## src/sv/bms_pkg.sv

```systemverilog
// Shared types and constants for the baseline mean subtraction block.
// No dependencies.
`default_nettype none

package bms_pkg;

    localparam int CFG_W = 6;

    typedef enum logic [1:0] {
        CMD_BASE  = 2'd0,
        CMD_CLOSE = 2'd1,
        CMD_PASS  = 2'd2
    } t_cmd_kind;

    typedef struct packed {
        t_cmd_kind kind;
        logic      trace_end;
    } t_cmd_ctl;

endpackage

`default_nettype wire

```

## src/sv/bms_if.sv

```systemverilog
// Channel interfaces: sample input, corrected output, configuration write.
// Depends on bms_pkg.
`default_nettype none

interface bms_in_if #(parameter int SAMPLE_BITS = 16);
    logic                          valid;
    logic                          ready;
    logic signed [SAMPLE_BITS-1:0] sample;
    logic                          trace_end;
    modport source (output valid, sample, trace_end, input ready);
    modport sink   (input valid, sample, trace_end, output ready);
endinterface

interface bms_out_if #(parameter int OUT_BITS = 17);
    logic                       valid;
    logic                       ready;
    logic signed [OUT_BITS-1:0] corrected;
    logic                       last_out;
    modport source (output valid, corrected, last_out, input ready);
    modport sink   (input valid, corrected, last_out, output ready);
endinterface

interface bms_cfg_if;
    logic                       valid;
    logic                       ready;
    logic [bms_pkg::CFG_W-1:0]  base_count;
    modport source (output valid, base_count, input ready);
    modport sink   (input valid, base_count, output ready);
endinterface

`default_nettype wire

```

## src/sv/bms_front.sv

```systemverilog
// Front end: holds base_count, counts baseline words and classifies each word.
// Depends on bms_pkg.
`default_nettype none

module bms_front #(
    parameter int MAX_BASE = 32
) (
    input  logic                      i_clk,
    input  logic                      i_rst_n,
    input  logic                      i_cfg_valid,
    input  logic [bms_pkg::CFG_W-1:0] i_cfg_base_count,
    input  logic                      i_valid,
    output logic                      o_ready,
    input  logic                      i_trace_end,
    input  logic                      i_q_full,
    output logic                      o_push,
    output bms_pkg::t_cmd_ctl         o_ctl
);
    import bms_pkg::*;

    localparam int CNT_W = $clog2(MAX_BASE + 1);
    localparam int EXT_W = ((CNT_W > CFG_W) ? CNT_W : CFG_W) + 1;

    logic [CFG_W-1:0] r_base_count, n_base_count;
    logic [CNT_W-1:0] r_seen, n_seen;
    logic             r_mean_ready, n_mean_ready;

    logic [EXT_W-1:0] w_base_ext;
    logic [EXT_W-1:0] w_eff;
    logic [EXT_W-1:0] w_seen_inc;
    logic             w_close;

    assign w_base_ext = EXT_W'(r_base_count);
    assign w_seen_inc = EXT_W'(r_seen) + EXT_W'(1);

    always_comb begin
        priority if (w_base_ext == '0) begin
            w_eff = EXT_W'(1);
        end else if (w_base_ext > EXT_W'(MAX_BASE)) begin
            w_eff = EXT_W'(MAX_BASE);
        end else begin
            w_eff = w_base_ext;
        end
    end

    assign w_close = (w_seen_inc >= w_eff) || i_trace_end;

    assign o_ready         = !i_q_full;
    assign o_push          = i_valid && !i_q_full;
    assign o_ctl.trace_end = i_trace_end;
    assign o_ctl.kind      = r_mean_ready ? CMD_PASS : (w_close ? CMD_CLOSE : CMD_BASE);

    always_comb begin
        n_base_count = i_cfg_valid ? i_cfg_base_count : r_base_count;
        n_seen       = r_seen;
        n_mean_ready = r_mean_ready;
        if (o_push) begin
            if (r_mean_ready) begin
                if (i_trace_end) begin
                    n_mean_ready = 1'b0;
                end
            end else if (w_close) begin
                n_seen       = '0;
                n_mean_ready = !i_trace_end;
            end else begin
                n_seen = w_seen_inc[CNT_W-1:0];
            end
        end
    end

    always_ff @(posedge i_clk) begin
        if (!i_rst_n) begin
            r_base_count <= CFG_W'(1);
            r_seen       <= '0;
            r_mean_ready <= 1'b0;
        end else begin
            r_base_count <= n_base_count;
            r_seen       <= n_seen;
            r_mean_ready <= n_mean_ready;
        end
    end

endmodule

`default_nettype wire

```

## src/sv/bms_queue.sv

```systemverilog
// Two-entry command queue between front end and back end.
// No package dependencies.
`default_nettype none

module bms_queue #(
    parameter int W = 19
) (
    input  logic         i_clk,
    input  logic         i_rst_n,
    input  logic         i_push,
    input  logic [W-1:0] i_data,
    output logic         o_full,
    output logic         o_empty,
    input  logic         i_pop,
    output logic [W-1:0] o_data
);
    logic [W-1:0] r_mem [2];
    logic         r_wp, r_rp;
    logic [1:0]   r_cnt;

    assign o_full  = (r_cnt == 2'd2);
    assign o_empty = (r_cnt == 2'd0);
    assign o_data  = r_mem[r_rp];

    always_ff @(posedge i_clk) begin
        if (i_push) begin
            r_mem[r_wp] <= i_data;
        end
    end

    always_ff @(posedge i_clk) begin
        if (!i_rst_n) begin
            r_wp  <= 1'b0;
            r_rp  <= 1'b0;
            r_cnt <= 2'd0;
        end else begin
            if (i_push) begin
                r_wp <= !r_wp;
            end
            if (i_pop) begin
                r_rp <= !r_rp;
            end
            r_cnt <= r_cnt + 2'(i_push) - 2'(i_pop);
        end
    end

endmodule

`default_nettype wire

```

## src/sv/bms_back.sv

```systemverilog
// Back end: baseline store, sum, serial rounding divider and output register.
// Depends on bms_pkg.
`default_nettype none

module bms_back #(
    parameter int SAMPLE_BITS = 16,
    parameter int MAX_BASE    = 32
) (
    input  logic                          i_clk,
    input  logic                          i_rst_n,
    input  logic                          i_empty,
    input  bms_pkg::t_cmd_ctl             i_ctl,
    input  logic signed [SAMPLE_BITS-1:0] i_sample,
    output logic                          o_pop,
    output logic                          o_valid,
    input  logic                          i_ready,
    output logic signed [SAMPLE_BITS:0]   o_corrected,
    output logic                          o_last_out
);
    import bms_pkg::*;

    localparam int CNT_W  = $clog2(MAX_BASE + 1);
    localparam int AW     = (MAX_BASE > 1) ? $clog2(MAX_BASE) : 1;
    localparam int SUM_W  = SAMPLE_BITS + CNT_W;
    localparam int NUM_W  = SUM_W + 1;
    localparam int DEN_W  = CNT_W + 1;
    localparam int STEP_W = $clog2(NUM_W);

    typedef enum logic [4:0] {
        S_IDLE = 5'b00001,
        S_LOAD = 5'b00010,
        S_DIV  = 5'b00100,
        S_RD   = 5'b01000,
        S_WR   = 5'b10000
    } t_state;

    t_state                        r_state, n_state;
    logic signed [SUM_W-1:0]       r_sum;
    logic [CNT_W-1:0]              r_cnt;
    logic [CNT_W-1:0]              r_idx;
    logic                          r_end;
    logic                          r_neg;
    logic [NUM_W-1:0]              r_num;
    logic [DEN_W-1:0]              r_rem;
    logic [STEP_W-1:0]             r_step;
    logic signed [SAMPLE_BITS-1:0] r_mean;
    logic signed [SAMPLE_BITS-1:0] r_rd_data;
    logic signed [SAMPLE_BITS-1:0] r_buf [MAX_BASE];
    logic                          r_out_valid;
    logic signed [SAMPLE_BITS:0]   r_corr;
    logic                          r_last;

    logic                          w_free;
    logic                          w_store;
    logic                          w_load;
    logic                          w_idx_last;
    logic [SUM_W-1:0]              w_mag;
    logic [NUM_W-1:0]              w_num_init;
    logic [DEN_W-1:0]              w_den;
    logic [DEN_W:0]                w_trial;
    logic                          w_ge;
    logic [DEN_W:0]                w_diff_rem;
    logic [DEN_W-1:0]              w_rem_n;
    logic signed [SAMPLE_BITS-1:0] w_q;
    logic signed [SAMPLE_BITS:0]   w_sub_a;
    logic signed [SAMPLE_BITS:0]   w_diff;
    logic                          w_last;

    assign w_free     = !r_out_valid || i_ready;
    assign o_pop      = (r_state == S_IDLE) && !i_empty
                        && ((i_ctl.kind != CMD_PASS) || w_free);
    assign w_store    = o_pop && (i_ctl.kind != CMD_PASS);
    assign w_idx_last = (r_idx == (r_cnt - CNT_W'(1)));
    assign w_load     = (o_pop && (i_ctl.kind == CMD_PASS)) || ((r_state == S_WR) && w_free);

    // |sum| * 2 + n over 2n gives round to nearest, ties away from zero
    assign w_mag      = r_sum[SUM_W-1] ? SUM_W'(-r_sum) : SUM_W'(r_sum);
    assign w_num_init = {w_mag, 1'b0} + NUM_W'(r_cnt);
    assign w_den      = {r_cnt, 1'b0};
    assign w_trial    = {r_rem, r_num[NUM_W-1]};
    assign w_ge       = (w_trial >= {1'b0, w_den});
    assign w_diff_rem = w_trial - {1'b0, w_den};
    assign w_rem_n    = w_ge ? w_diff_rem[DEN_W-1:0] : w_trial[DEN_W-1:0];
    assign w_q        = $signed(r_num[SAMPLE_BITS-1:0]);

    assign w_sub_a = (r_state == S_WR) ? (SAMPLE_BITS+1)'(r_rd_data)
                                       : (SAMPLE_BITS+1)'(i_sample);
    assign w_diff  = w_sub_a - (SAMPLE_BITS+1)'(r_mean);
    assign w_last  = (r_state == S_WR) ? (r_end && w_idx_last) : i_ctl.trace_end;

    always_comb begin
        n_state = r_state;
        unique case (r_state)
            S_IDLE: begin
                if (o_pop && (i_ctl.kind == CMD_CLOSE)) begin
                    n_state = S_LOAD;
                end
            end
            S_LOAD: n_state = S_DIV;
            S_DIV: begin
                if (r_step == STEP_W'(NUM_W - 1)) begin
                    n_state = S_RD;
                end
            end
            S_RD: n_state = S_WR;
            S_WR: begin
                if (w_free) begin
                    n_state = w_idx_last ? S_IDLE : S_RD;
                end
            end
            default: n_state = S_IDLE;
        endcase
    end

    always_ff @(posedge i_clk) begin
        if (w_store) begin
            r_buf[r_cnt[AW-1:0]] <= i_sample;
        end
        r_rd_data <= r_buf[r_idx[AW-1:0]];
    end

    always_ff @(posedge i_clk) begin
        if (!i_rst_n) begin
            r_state     <= S_IDLE;
            r_sum       <= '0;
            r_cnt       <= '0;
            r_out_valid <= 1'b0;
        end else begin
            r_state <= n_state;
            if (w_load) begin
                r_out_valid <= 1'b1;
            end else if (i_ready) begin
                r_out_valid <= 1'b0;
            end
            if (w_store) begin
                r_sum <= r_sum + SUM_W'(i_sample);
                r_cnt <= r_cnt + CNT_W'(1);
            end
            if ((r_state == S_WR) && w_free && w_idx_last) begin
                r_sum <= '0;
                r_cnt <= '0;
            end
        end
    end

    always_ff @(posedge i_clk) begin
        if (o_pop && (i_ctl.kind == CMD_CLOSE)) begin
            r_end <= i_ctl.trace_end;
        end
        unique case (r_state)
            S_LOAD: begin
                r_num  <= w_num_init;
                r_rem  <= '0;
                r_step <= '0;
                r_neg  <= r_sum[SUM_W-1];
                r_idx  <= '0;
            end
            S_DIV: begin
                r_num  <= {r_num[NUM_W-2:0], w_ge};
                r_rem  <= w_rem_n;
                r_step <= r_step + STEP_W'(1);
            end
            S_RD: begin
                r_mean <= r_neg ? -w_q : w_q;
            end
            S_WR: begin
                if (w_free && !w_idx_last) begin
                    r_idx <= r_idx + CNT_W'(1);
                end
            end
            default: begin
            end
        endcase
        if (w_load) begin
            r_corr <= w_diff;
            r_last <= w_last;
        end
    end

    assign o_valid     = r_out_valid;
    assign o_corrected = r_corr;
    assign o_last_out  = r_last;

endmodule

`default_nettype wire

```

## src/sv/baseline_mean_subtract.sv

```systemverilog
// Baseline mean subtraction, top level. Depends on bms_pkg, bms_if, front/queue/back.
// A word after the baseline passes through the command queue and the output register.
// Streaming: 1 word per cycle while the output is not back-pressured; closing the baseline
// runs a load state and the serial divider, then a read and a write state per buffered word.
// Synchronous active-low reset; base_count resets to 1, buffer contents are not cleared.
`default_nettype none

module baseline_mean_subtract #(
    parameter int SAMPLE_BITS = 16,
    parameter int MAX_BASE    = 32
) (
    input  logic     i_clk,
    input  logic     i_rst_n,
    bms_cfg_if.sink  i_cfg,
    bms_in_if.sink   i_in,
    bms_out_if.source o_out
);
    import bms_pkg::*;

    localparam int QW = SAMPLE_BITS + $bits(t_cmd_ctl);

    logic                          w_push;
    logic                          w_pop;
    logic                          w_full;
    logic                          w_empty;
    t_cmd_ctl                      w_front_ctl;
    t_cmd_ctl                      w_q_ctl;
    logic [QW-1:0]                 w_q_data;
    logic signed [SAMPLE_BITS-1:0] w_q_sample;

    assign i_cfg.ready = 1'b1;

    bms_front #(
        .MAX_BASE (MAX_BASE)
    ) u_front (
        .i_clk            (i_clk),
        .i_rst_n          (i_rst_n),
        .i_cfg_valid      (i_cfg.valid),
        .i_cfg_base_count (i_cfg.base_count),
        .i_valid          (i_in.valid),
        .o_ready          (i_in.ready),
        .i_trace_end      (i_in.trace_end),
        .i_q_full         (w_full),
        .o_push           (w_push),
        .o_ctl            (w_front_ctl)
    );

    bms_queue #(
        .W (QW)
    ) u_queue (
        .i_clk   (i_clk),
        .i_rst_n (i_rst_n),
        .i_push  (w_push),
        .i_data  ({w_front_ctl, i_in.sample}),
        .o_full  (w_full),
        .o_empty (w_empty),
        .i_pop   (w_pop),
        .o_data  (w_q_data)
    );

    assign w_q_ctl    = w_q_data[QW-1:SAMPLE_BITS];
    assign w_q_sample = $signed(w_q_data[SAMPLE_BITS-1:0]);

    bms_back #(
        .SAMPLE_BITS (SAMPLE_BITS),
        .MAX_BASE    (MAX_BASE)
    ) u_back (
        .i_clk       (i_clk),
        .i_rst_n     (i_rst_n),
        .i_empty     (w_empty),
        .i_ctl       (w_q_ctl),
        .i_sample    (w_q_sample),
        .o_pop       (w_pop),
        .o_valid     (o_out.valid),
        .i_ready     (o_out.ready),
        .o_corrected (o_out.corrected),
        .o_last_out  (o_out.last_out)
    );

endmodule

`default_nettype wire

```

## src/flat_wrapper.sv

```systemverilog
// flat-port wrapper written by rule: the top's interface ports become plain ports
module baseline_mean_subtract_flat import bms_pkg::*;
#(
    parameter int SAMPLE_BITS = 16,
    parameter int MAX_BASE    = 32
)
  (i_clk, i_rst_n, i_cfg_valid, i_cfg_base_count, i_cfg_ready, i_in_valid, i_in_sample, i_in_trace_end, i_in_ready, o_out_valid, o_out_corrected, o_out_last_out, o_out_ready);
  bms_cfg_if i_cfg_i ();
  bms_in_if #(.SAMPLE_BITS(SAMPLE_BITS)) i_in_i ();
  bms_out_if o_out_i ();
  input  logic i_clk;
  input  logic i_rst_n;
  input wire logic [$bits(i_cfg_i.valid)-1:0] i_cfg_valid;
  input wire logic [$bits(i_cfg_i.base_count)-1:0] i_cfg_base_count;
  output wire logic [$bits(i_cfg_i.ready)-1:0] i_cfg_ready;
  input wire logic [$bits(i_in_i.valid)-1:0] i_in_valid;
  input wire logic [$bits(i_in_i.sample)-1:0] i_in_sample;
  input wire logic [$bits(i_in_i.trace_end)-1:0] i_in_trace_end;
  output wire logic [$bits(i_in_i.ready)-1:0] i_in_ready;
  output wire logic [$bits(o_out_i.valid)-1:0] o_out_valid;
  output wire logic [$bits(o_out_i.corrected)-1:0] o_out_corrected;
  output wire logic [$bits(o_out_i.last_out)-1:0] o_out_last_out;
  input wire logic [$bits(o_out_i.ready)-1:0] o_out_ready;
  assign i_cfg_i.valid = i_cfg_valid;
  assign i_cfg_i.base_count = i_cfg_base_count;
  assign i_cfg_ready = i_cfg_i.ready;
  assign i_in_i.valid = i_in_valid;
  assign i_in_i.sample = i_in_sample;
  assign i_in_i.trace_end = i_in_trace_end;
  assign i_in_ready = i_in_i.ready;
  assign o_out_valid = o_out_i.valid;
  assign o_out_corrected = o_out_i.corrected;
  assign o_out_last_out = o_out_i.last_out;
  assign o_out_i.ready = o_out_ready;
  baseline_mean_subtract #(.SAMPLE_BITS(SAMPLE_BITS), .MAX_BASE(MAX_BASE)) u_core (.i_clk(i_clk), .i_rst_n(i_rst_n), .i_cfg(i_cfg_i), .i_in(i_in_i), .o_out(o_out_i));
endmodule
```

## config.mk

```make
export PLATFORM = sky130hd
export DESIGN_NAME = baseline_mean_subtract_flat
export DESIGN_NICKNAME = d
export VERILOG_FILES = /design/src/sv/bms_pkg.sv /design/src/sv/bms_if.sv /design/src/sv/bms_front.sv /design/src/sv/bms_queue.sv /design/src/sv/bms_back.sv /design/src/sv/baseline_mean_subtract.sv /design/src/flat_wrapper.sv
export SDC_FILE = /design/constraint.sdc
export NUM_CORES = 1
export LEC_CHECK = 0
export BUFFER_PORTS_ARGS = -buffer_cell sky130_fd_sc_hd__buf_2
export CELL_PAD_IN_SITES_DETAIL_PLACEMENT = 0
export CELL_PAD_IN_SITES_GLOBAL_PLACEMENT = 2
export CORE_UTILIZATION = 35
export DETAILED_ROUTE_END_ITERATION = 8
export PLACE_DENSITY = 0.67
export RECOVER_POWER = 50
export SETUP_SLACK_MARGIN = 0.1
export SLEW_MARGIN = 40
export SYNTH_ARGS = -nofsm -noshare
export SYNTH_HDL_FRONTEND = slang
export SYNTH_HIERARCHICAL = 1
export SYNTH_SLANG_ARGS = --single-unit
```

## constraint.sdc

```tcl
create_clock -name i_clk -period 9.8 [get_ports i_clk]
set_clock_uncertainty 0.1 [all_clocks]
set_input_delay 0.98 -clock i_clk [delete_from_list [all_inputs] [get_ports i_clk]]
set_output_delay 0.98 -clock i_clk [all_outputs]
set_load 0.005 [all_outputs]
```

==> results of run 1 <==
## cell type report
cell class                      count  area (um2)  share of cell area (%)
Timing Repair Buffer              109         686                    1.97
Inverter                           60         225                   0.648
Clock buffer                      101        2150                    6.18
Tap cell                         1144        1430                    4.12
Clock inverter                     46         442                    1.27
Multi-Input combinational cell   1230        9650                    27.8
Sequential cell                   695       20200                    58.1
## worst max path at each step
stage	from	depth (start not counted)	to	slack, ns
4_1_cts	flip-flop	12	u_core/u_back/o_corrected[14]$_DFFE_PP_	5.77
3_3_place_gp	flip-flop	12	u_core/u_back/o_corrected[14]$_DFFE_PP_	5.85
3_5_place_dp	flip-flop	12	u_core/u_back/o_corrected[14]$_DFFE_PP_	5.81
5_1_grt	flip-flop	12	u_core/u_back/r_sum[21]$_SDFFE_PP0P_	4.08
6_report	flip-flop	12	u_core/u_back/r_sum[21]$_SDFFE_PP0P_	4.56
2_1_floorplan	u_core/u_back/r_state[0]$_SDFFE_PN1P_	15	u_core/u_back/o_corrected[14]$_DFFE_PP_	6.15
## per-layer routing
layer  track usage, %  vias to the layer above  wire (um)
met3             2.97                       98       3740
met1             23.7                     8855      34500
met2             27.4                      367      35800
li1                 -                     8220          -
met4             5.01                        2       1770
met5                0                        -         12
## synth_stat cells, drive strengths merged (20+ instances only)
| master | count | area, um2 |
|---|---|---|
| dfxtp | 68 | 1360 |
| xnor2 | 73 | 639 |
| o21ai | 85 | 425 |
| nand3 | 30 | 150 |
| mux2 | 68 | 803 |
| inv | 60 | 225 |
| mux2i | 107 | 1070 |
| nor2 | 120 | 450 |
| edfxtp | 627 | 18800 |
| mux4 | 64 | 1440 |
| nor3 | 20 | 111 |
| clkbuf | 68 | 256 |
| ha | 67 | 838 |
| o221ai | 48 | 420 |
| xor2 | 32 | 280 |
| nand2 | 160 | 601 |
| buf | 33 | 206 |
| a21oi | 126 | 631 |
## state kept, by name, summed over array words and instances, names as in the netlist, 2 cells and up, named ones only
signal                       cells
u_core/u_back/o_corrected       17
u_core/u_back/r_step             5
u_core/u_back/r_rd_data         16
u_core/u_back/r_cnt              6
u_core/u_front/r_base_count      6
u_core/u_back/r_buf            512
u_core/u_back/r_sum             22
u_core/u_back/r_idx              6
u_core/u_back/r_rem              7
u_core/u_front/r_seen            6
u_core/u_back/r_num             23
u_core/u_queue/r_cnt             2
u_core/u_back/r_mean            16
u_core/u_queue/r_mem            38
u_core/u_back/r_state            5
## per-stage QoR
step	setup slack (ns)	hold slack, ns	cells	power, mW
floorplan	6.15	0.341	2087	5.01
global placement	5.85	0.360	3235	5.51
detailed placement	5.81	0.383	3237	5.54
CTS	5.77	0.391	3384	8.48
global route	4.08	0.401	3385	8.78
finish	4.56	0.385	3385	8.38
## cells by family (layout without fill, tap and decap cells)
| kind of cell | count (synthesis) | count (layout) |
|---|---|---|
| AOI/OAI and AO/OA | 378 | 378 |
| and+or+nand+nor | 435 | 435 |
| muxes | 239 | 239 |
| buffers and inverters | 162 | 316 |
| xor gates and xnor gates | 106 | 106 |
| DFF | 695 | 695 |
| adders and majority gates | 71 | 71 |
| other | 1 | 1 |
## power by group
part | internal [mW] | leakage (nW) | total (mW) | switching (mW)
registers | 3.61 | 6.23 | 3.74 | 0.129
logic | 0.619 | 3.85 | 1.73 | 1.11
clock network | 1.70 | 1.28 | 2.92 | 1.21
## worst max-delay path: cells and delay by family (launching register included)
family	cells	cell delay [ns]
adder cells (fa/ha/maj)	1	0.40
multiplexers	1	0.31
AND/OR/NAND/NOR	1	0.53
flip-flops	1	0.30
AO/OA/AOI/OAI	7	1.62
buffers and inverters	2	1.92
==> out/metrics.yaml, run 1 <==
placement:
  hpwl_um: 45900
  placed_area_um2: 32300
  io_buffers: 47
  gp_congestion: 0.839
route:
  drt-pass1-iter-count: 5
  viasPerCell: 5.18
  drtIter0Drc: 1269
  drc_errors: 0
  wl_per_cell_um: 22.4
  ant_nets: 0
  drt_wl_total_um: 75900
  routed-via-count: 17500
floorplanning:
  start_util_pct: 35.6
  ios: 49
  die_height_um: 297
  core-area_um2: 85800
  dieArea_um2: 88400
  die_w_um: 297
  rows: 107
clock_network:
  cts_resized: 0
  cts.sink_count: 695
  insertion_delay_ns: 0.64
  post-cts-setup-buffer-count: 0
  cts_buffers: 79
  clkTransAtPathRegs_ns: 0.06
  cts_hold_buffers: 0
  cts-root-buf: "clkbuf_16"
  cts_tree: "done"
  cts_max_path_buffers: 3
  htreeDepth: 3
cells_and_area:
  drive_above_1_share_pct: 15.3
  stdcell_area_um2: 34800
  final_common_cell: "edfxtp_1"
  final_util_pct: 40.5
  syn2layout_area_growth_pct: 13.9
  final_cell_mix: "627 x edfxtp_1, 159 x nand2_1, 126 x a21oi_1"
  nNetsFinal: 2274
  diodes: 0
  n_fill_cell: 7870
worst_setup_path:
  path_cells: "clkbuf_1 > mux2_2 > clkbuf_1 > ha_1 > o211ai_1 > o211ai_1 > a31oi_1 > o31ai_1 > a311oi_1 > or4_1 > a21o_1 > a21oi_1"
  r2r.worst_path.cells: 12
  cp_slowest_cell: "clkbuf_1"
  crit_type: "flip-flop to flip-flop"
  regToRegSetupSlack_ns: 4.56
  critical_path_required_ns: 10.28
  end_kind: "flip-flop"
  startpoint_type: "flip-flop"
  arrival_ns: 5.72
  timing.rr.end: "u_core/u_back/r_sum[21]$_SDFFE_PP0P_"
  crit_fanout: 34
  max_stage_delay_ns: 1.10
min_path:
  hp-start: "u_core/u_front/r_seen[1]$_SDFFE_PN0P_"
  min_to: "u_core/u_front/r_seen[1]$_SDFFE_PN0P_"
  hp-class: "flip-flop to flip-flop"
  hold_depth: 2
yosys:
  synth_compound_area_share_pct: 7.86
  syn_avg_cell_area_um2: 14.6
  synth.area.mux_share_pct: 10.9
  synth_edf_count: 627
  synth_top_flop_cell: "edfxtp_1"
  yosys_warnings: 6
  synthCells: 2087
  async_reset_ff_share_pct: 0
  ys_seq_area_share_pct: 66.1
  synth-seq-cells: 695
  syn_nets: 2186
  synth_cell_type_count: 77
  synth_xor_area_share_pct: 3.09
  synth-adder-area-share_pct: 3.01
  synth_top_family_by_area: "multiplexers"
  syn_area_um2: 30500
  synthSimpleGateAreaFrac_pct: 6.75
sta:
  max_clock_freq_ghz: 0.191
  tightest_slew_ns: 3.09
  drv_slew: 485
  setup_tns_ns: 0
  hold_viol: 0
  post-route-min-period_ns: 5.24
  slew-limit-headroom_pct: -106
  period_share_pct: 53.5
  finalSetupViolations: 0
  rsz0062_at_grt: "no"
global_routing:
  grt-ovfl-total: 0
  grt_pass1_vias: 17700
  grtUsageTotal_pct: 17.1
  antenna_found_initial: 4
  grt_max_degree: 111
  grt_first_pass_wirelength_um: 113000
run_status:
  outcome: "finished with violations"
  violations: "max-capacitance violations, max-slew violations"
power:
  ir_worst_vdd_mv: 0.129
  p_leak_nw: 11.4
  p_per_area_nw_per_um2: 241
flow_run:
  drv_cap: 13
Note: power is estimated with default switching activity, not from simulation.
==> run 2, diff against run 1 <==
--- a/config.mk
+++ b/config.mk
@@ -10,7 +10,7 @@
 export CELL_PAD_IN_SITES_GLOBAL_PLACEMENT = 2
 export CORE_UTILIZATION = 35
 export DETAILED_ROUTE_END_ITERATION = 8
-export PLACE_DENSITY = 0.67
+export PLACE_DENSITY = 0.69
 export RECOVER_POWER = 50
 export SETUP_SLACK_MARGIN = 0.1
 export SLEW_MARGIN = 40
==> constraint.sdc (replaced) <==
create_clock -name i_clk -period 4.75 [get_ports i_clk]
set_clock_uncertainty 0.1 [all_clocks]
set_input_delay 0.475 -clock i_clk [delete_from_list [all_inputs] [get_ports i_clk]]
set_output_delay 0.475 -clock i_clk [all_outputs]
set_load 0.005 [all_outputs]
==> out/metrics.yaml, run 2 (synthesized netlist as in run 1, its figures left out) <==
run_status:
  violations: "max-capacitance violations, max-slew violations"
  outcome: "finished with violations"
global_routing:
  grt-ovfl-total: 0
  grt_first_pass_wirelength_um: 114000
  grt_pass1_vias: 17900
  grtUsageTotal_pct: 17.1
  antenna_found_initial: 5
  grt_max_degree: 57
placement:
  place_worst_setup_slack_ns: 0.751
  gp_congestion: 0.835
  hpwl_um: 47500
  dp_cells: 3244
  io_buffers: 47
sta:
  drv_slew: 200
  slew-limit-headroom_pct: -51.2
  tightest_slew_ns: 2.27
  hold_viol: 0
  setup_tns_ns: 0
  finalSetupViolations: 0
  finalWorstSetupSlack_ns: 0.471
  max_clock_freq_ghz: 0.234
  post-route-min-period_ns: 4.28
  whs_ns: 0.0730
  rsz0062_at_grt: "no"
  period_share_pct: 90.1
min_path:
  hp-start: "i_rst_n"
  hp-class: "primary input to flip-flop"
  min_to: "u_core/u_front/r_base_count[0]$_SDFFE_PN1P_"
  hold_depth: 2
route:
  drt-pass1-iter-count: 7
  routed-via-count: 17800
  ant_nets: 0
  viasPerCell: 5.22
  drc_errors: 0
  drt_wl_total_um: 75900
  wl_per_cell_um: 22.3
  drtIter0Drc: 1198
power:
  ir_worst_vdd_mv: 0.239
  p_leak_nw: 11.4
  p_per_area_nw_per_um2: 488
clock_network:
  cts_resized: 0
  htreeDepth: 3
  cts_tree: "done"
  cts-root-buf: "clkbuf_16"
  cts_buffers: 77
  cts_max_path_buffers: 3
  insertion_delay_ns: 0.64
  cts.sink_count: 695
  clkTransAtPathRegs_ns: 0.06
worst_setup_path:
  startpoint_type: "flip-flop"
  regToRegSetupSlack_ns: 0.47
  crit_family: "multiplexers"
  crit_fanout: 41
  path_buf_inv: 1
  r2r.worst_path.cells: 9
  critical_path_required_ns: 5.22
  end_kind: "flip-flop"
  max_stage_delay_ns: 1.34
  arrival_ns: 4.75
  crit_type: "flip-flop to flip-flop"
  path_cells: "buf_4 > mux2_1 > ha_1 > nand2_1 > o31ai_1 > a311oi_1 > or4_1 > a21o_1 > a21oi_1"
  cp_slowest_cell: "mux2_1"
  timing.rr.end: "u_core/u_back/r_sum[21]$_SDFFE_PP0P_"
floorplanning:
  ios: 49
  die_height_um: 297
  start_util_pct: 35.6
  dieArea_um2: 88400
  rows: 107
  core-area_um2: 85800
  die_w_um: 297
cells_and_area:
  final_cell_mix: "627 x edfxtp_1, 160 x nand2_1, 126 x a21oi_1"
  syn2layout_area_growth_pct: 14.3
  drive_above_1_share_pct: 15.3
  post_layout_nonfiller_instances: 3407
  final_common_cell: "edfxtp_1"
  nNetsFinal: 2301
  largest_reg_flops: 512
flow_run:
  drv_cap: 5
-- run 2: power breakdown --
part,switching (mW),leakage [nW],internal (mW)
sequential,0.304,6.23,7.43
clock,2.43,1.16,3.29
combinational,2.28,4.02,1.31
total,5.01,11.4,12.0
-- run 2: area by class of cell --
cell class                 instances  area (um2)
inverter                          60         225
timing repair buffer             138         955
antenna                            3        7.51
tap                             1144        1430
fill                            7846       50900
multi-input combinational       1230        9660
clock inverter                    40         378
sequential                       695       20200
clock buffer                      97        2040
-- run 2: metrics by stage --
step                      cell area (um2)  util (%)  power, mW
after floorplan                     30500         -       10.3
after global placement              32300      37.6       11.4
after detailed placement            32300      37.6       11.5
after CTS                           34900      40.7       17.2
after global routing                34900      40.7       17.9
final                               34900      40.7       17.0
-- run 2: worst reg2reg max path: cells and delay by family (launching register included) --
family	cells	cell delay, ns
compound gates	4	0.94
fa+ha+maj	1	0.40
buf+inv	1	0.32
flops	1	0.50
mux	1	1.34
simple gates	2	0.63
-- run 2: repair_timing --
action	in CTS	in global routing
setup buffers	0	0
hold endpoints to repair	38	0
hold buffers	22	0
-- run 2: worst max path at each step --
stage	from	to	slack, ns	depth (start not counted)
after floorplan	u_core/u_back/r_state[0]$_SDFFE_PN1P_	u_core/u_back/o_corrected[14]$_DFFE_PP_	1.10	15
after global placement	flip-flop	u_core/u_back/o_corrected[14]$_DFFE_PP_	0.79	13
after detailed placement	flip-flop	u_core/u_back/o_corrected[14]$_DFFE_PP_	0.75	13
after CTS	flip-flop	u_core/u_back/o_corrected[14]$_DFFE_PP_	0.72	13
after global routing	flip-flop	u_core/u_back/r_sum[21]$_SDFFE_PP0P_	0.23	9
final	flip-flop	u_core/u_back/r_sum[21]$_SDFFE_PP0P_	0.47	9
-- run 2: layer usage --
metal	vias to the layer above	global-route usage, %	part of all wire [%]
met1	8993	23.9	46
met4	0	4.82	2.3
met2	432	27.6	47
met5	-	0	0
li1	8264	-	-
met3	107	2.64	4.6
==> run 3, diff against run 2 <==
--- a/config.mk
+++ b/config.mk
@@ -8,6 +8,7 @@
 export BUFFER_PORTS_ARGS = -buffer_cell sky130_fd_sc_hd__buf_2
 export CELL_PAD_IN_SITES_DETAIL_PLACEMENT = 0
 export CELL_PAD_IN_SITES_GLOBAL_PLACEMENT = 2
+export CORE_MARGIN = 3
 export CORE_UTILIZATION = 35
 export DETAILED_ROUTE_END_ITERATION = 8
 export PLACE_DENSITY = 0.69
==> constraint.sdc (replaced) <==
create_clock -name i_clk -period 4.75 [get_ports i_clk]
set_clock_uncertainty 0.1 [all_clocks]
set_input_delay 0.2375 -clock i_clk [delete_from_list [all_inputs] [get_ports i_clk]]
set_output_delay 0.2375 -clock i_clk [all_outputs]
set_load 0.005 [all_outputs]
==> out/metrics.yaml, run 3 (synthesized netlist as in run 1, its figures left out) <==
run_status:
  violations: "max-capacitance violations, max-slew violations"
  outcome: "finished with violations"
clock_network:
  clkTransAtPathRegs_ns: 0.06
  cts-root-buf: "clkbuf_16"
  cts_max_path_buffers: 3
  cts_tree: "done"
  htreeDepth: 3
  cts.sink_count: 695
  cts_resized: 0
  cts_buffers: 77
  insertion_delay_ns: 0.62
min_path:
  hp-class: "primary input to flip-flop"
  min_to: "u_core/u_queue/r_wp$_SDFFE_PN0P_"
  hold_depth: 4
  hp-start: "i_in_valid"
cells_and_area:
  largest_reg_flops: 512
  final_cell_mix: "627 x edfxtp_1, 160 x nand2_1, 126 x a21oi_1"
  drive_above_1_share_pct: 14.7
  syn2layout_area_growth_pct: 14.7
  n_fill_cell: 7864
  final_common_cell: "edfxtp_1"
  post_layout_nonfiller_instances: 3427
  nNetsFinal: 2319
  final_util_pct: 40.8
sta:
  post-route-min-period_ns: 4.14
  slew-limit-headroom_pct: -82.3
  finalSetupViolations: 0
  drv_slew: 217
  setup_tns_ns: 0
  period_share_pct: 87.1
  tightest_slew_ns: 2.73
  hold_viol: 0
  rsz0062_at_grt: "no"
  finalWorstSetupSlack_ns: 0.615
  max_clock_freq_ghz: 0.242
  whs_ns: 0.0987
floorplanning:
  die_height_um: 301
  ios: 49
  start_util_pct: 35.6
  core-area_um2: 85800
  die_w_um: 301
  dieArea_um2: 90800
  rows: 107
worst_setup_path:
  crit_type: "flip-flop to flip-flop"
  r2r-start: "u_core/u_back/r_state[0]$_SDFFE_PN1P_"
  crit_fanout: 17
  end_kind: "flip-flop"
  regToRegSetupSlack_ns: 0.61
  arrival_ns: 4.39
  startpoint_type: "flip-flop"
  timing.rr.end: "u_core/u_back/o_corrected[15]$_DFFE_PP_"
  r2r.worst_path.cells: 13
  critical_path_required_ns: 5.01
route:
  wl_per_cell_um: 22.5
  wl_met3_um: 3400
  routed-wl-met2_um: 36200
  drtIter0Drc: 1326
  drt_wl_total_um: 77000
  ant_nets: 0
  routed-via-count: 17900
  wl_met1_um: 35800
  drc_errors: 0
  drt-pass1-iter-count: 5
  viasPerCell: 5.22
  highest_layer: "met4"
placement:
  place_worst_setup_slack_ns: 0.647
  gp_congestion: 0.794
  io_buffers: 47
  dp_cells: 3253
  hpwl_um: 48200
global_routing:
  antenna_found_initial: 3
  grt-ovfl-total: 0
  grt_max_degree: 60
  grt_first_pass_wirelength_um: 116000
  grt_pass1_vias: 18100
  grtUsageTotal_pct: 17.0
power:
  ir_worst_vdd_mv: 0.274
  p_leak_nw: 11.4
  p_per_area_nw_per_um2: 485
flow_run:
  drv_cap: 6
## run 3: cell types whose count changed in the layout (fill, tap and decap cells not counted), moves of 3 or more
cell | previous run | this run
clkbuf_1 | 50 | 62
dlygate4sd3_1 | 22 | 32
clkinv_1 | 11 | 19
buf_2 | 18 | 11
buf_12 | 2 | 6
clkinvlp_4 | 7 | 3
mux2_1 | 6 | 9
mux2_4 | 9 | 6
## run 3: worst max path at each step
stage                                                     start                                 endpoint  slack (ns)
after global placement    u_core/u_back/r_state[0]$_SDFFE_PN1P_  u_core/u_back/o_corrected[15]$_DFFE_PP_        0.67
after detailed placement  u_core/u_back/r_state[0]$_SDFFE_PN1P_  u_core/u_back/o_corrected[15]$_DFFE_PP_        0.65
final                     u_core/u_back/r_state[0]$_SDFFE_PN1P_  u_core/u_back/o_corrected[15]$_DFFE_PP_        0.61
after floorplan           u_core/u_back/r_state[0]$_SDFFE_PN1P_  u_core/u_back/o_corrected[14]$_DFFE_PP_        1.10
after global routing      u_core/u_back/r_state[0]$_SDFFE_PN1P_  u_core/u_back/o_corrected[15]$_DFFE_PP_        0.28
after CTS                 u_core/u_back/r_state[0]$_SDFFE_PN1P_  u_core/u_back/o_corrected[15]$_DFFE_PP_        0.62
## run 3: critical path, stage by stage, from the launching register on
cell	delay, ns
dfxtp_1	0.32
nor4_1	0.50
nand2_1	0.44
buf_4	0.35
mux2_2	0.30
ha_1	0.32
o21a_1	0.12
o31a_1	0.12
o311ai_0	0.49
a31oi_1	0.22
nand4_1	0.14
and4_1	0.22
a21oi_1	0.09
xor2_1	0.14
## run 3: where the power goes
part,switching [mW],internal (mW)
clock,2.37,3.26
sequential,0.294,7.43
combinational,2.32,1.32
total,4.99,12.0
## run 3: cell type report
class                      count  area [um2]  share of cell area [%]
antenna                        1        2.50                 0.00714
inverter                      60         225                   0.643
clock inverter                42         335                   0.957
clock buffer                  99        2040                    5.83
tap                         1144        1430                    4.09
timing repair buffer         156        1150                    3.27
sequential                   695       20200                    57.6
multi-input combinational   1230        9660                    27.6
## run 3: timing repair
action / CTS / global route
hold buffers: 32 / 0
endpoints found under the hold margin: 55 / 0
buffers inserted: 0 / 0
## run 3: metrics by stage
stage / area (um2) / total power, mW
3_3_place_gp: 32400 / 11.5
2_1_floorplan: 30500 / 10.3
3_5_place_dp: 32400 / 11.5
4_1_cts: 35100 / 17.2
5_1_grt: 35000 / 17.9
6_report: 35000 / 17.0
## run 3: metal layers
metal | track usage, % | vias up
li1 | - | 8323
met1 | 24.1 | 9084
met2 | 27.5 | 382
met3 | 2.74 | 98
met4 | 4.07 | 0
met5 | 0 | -
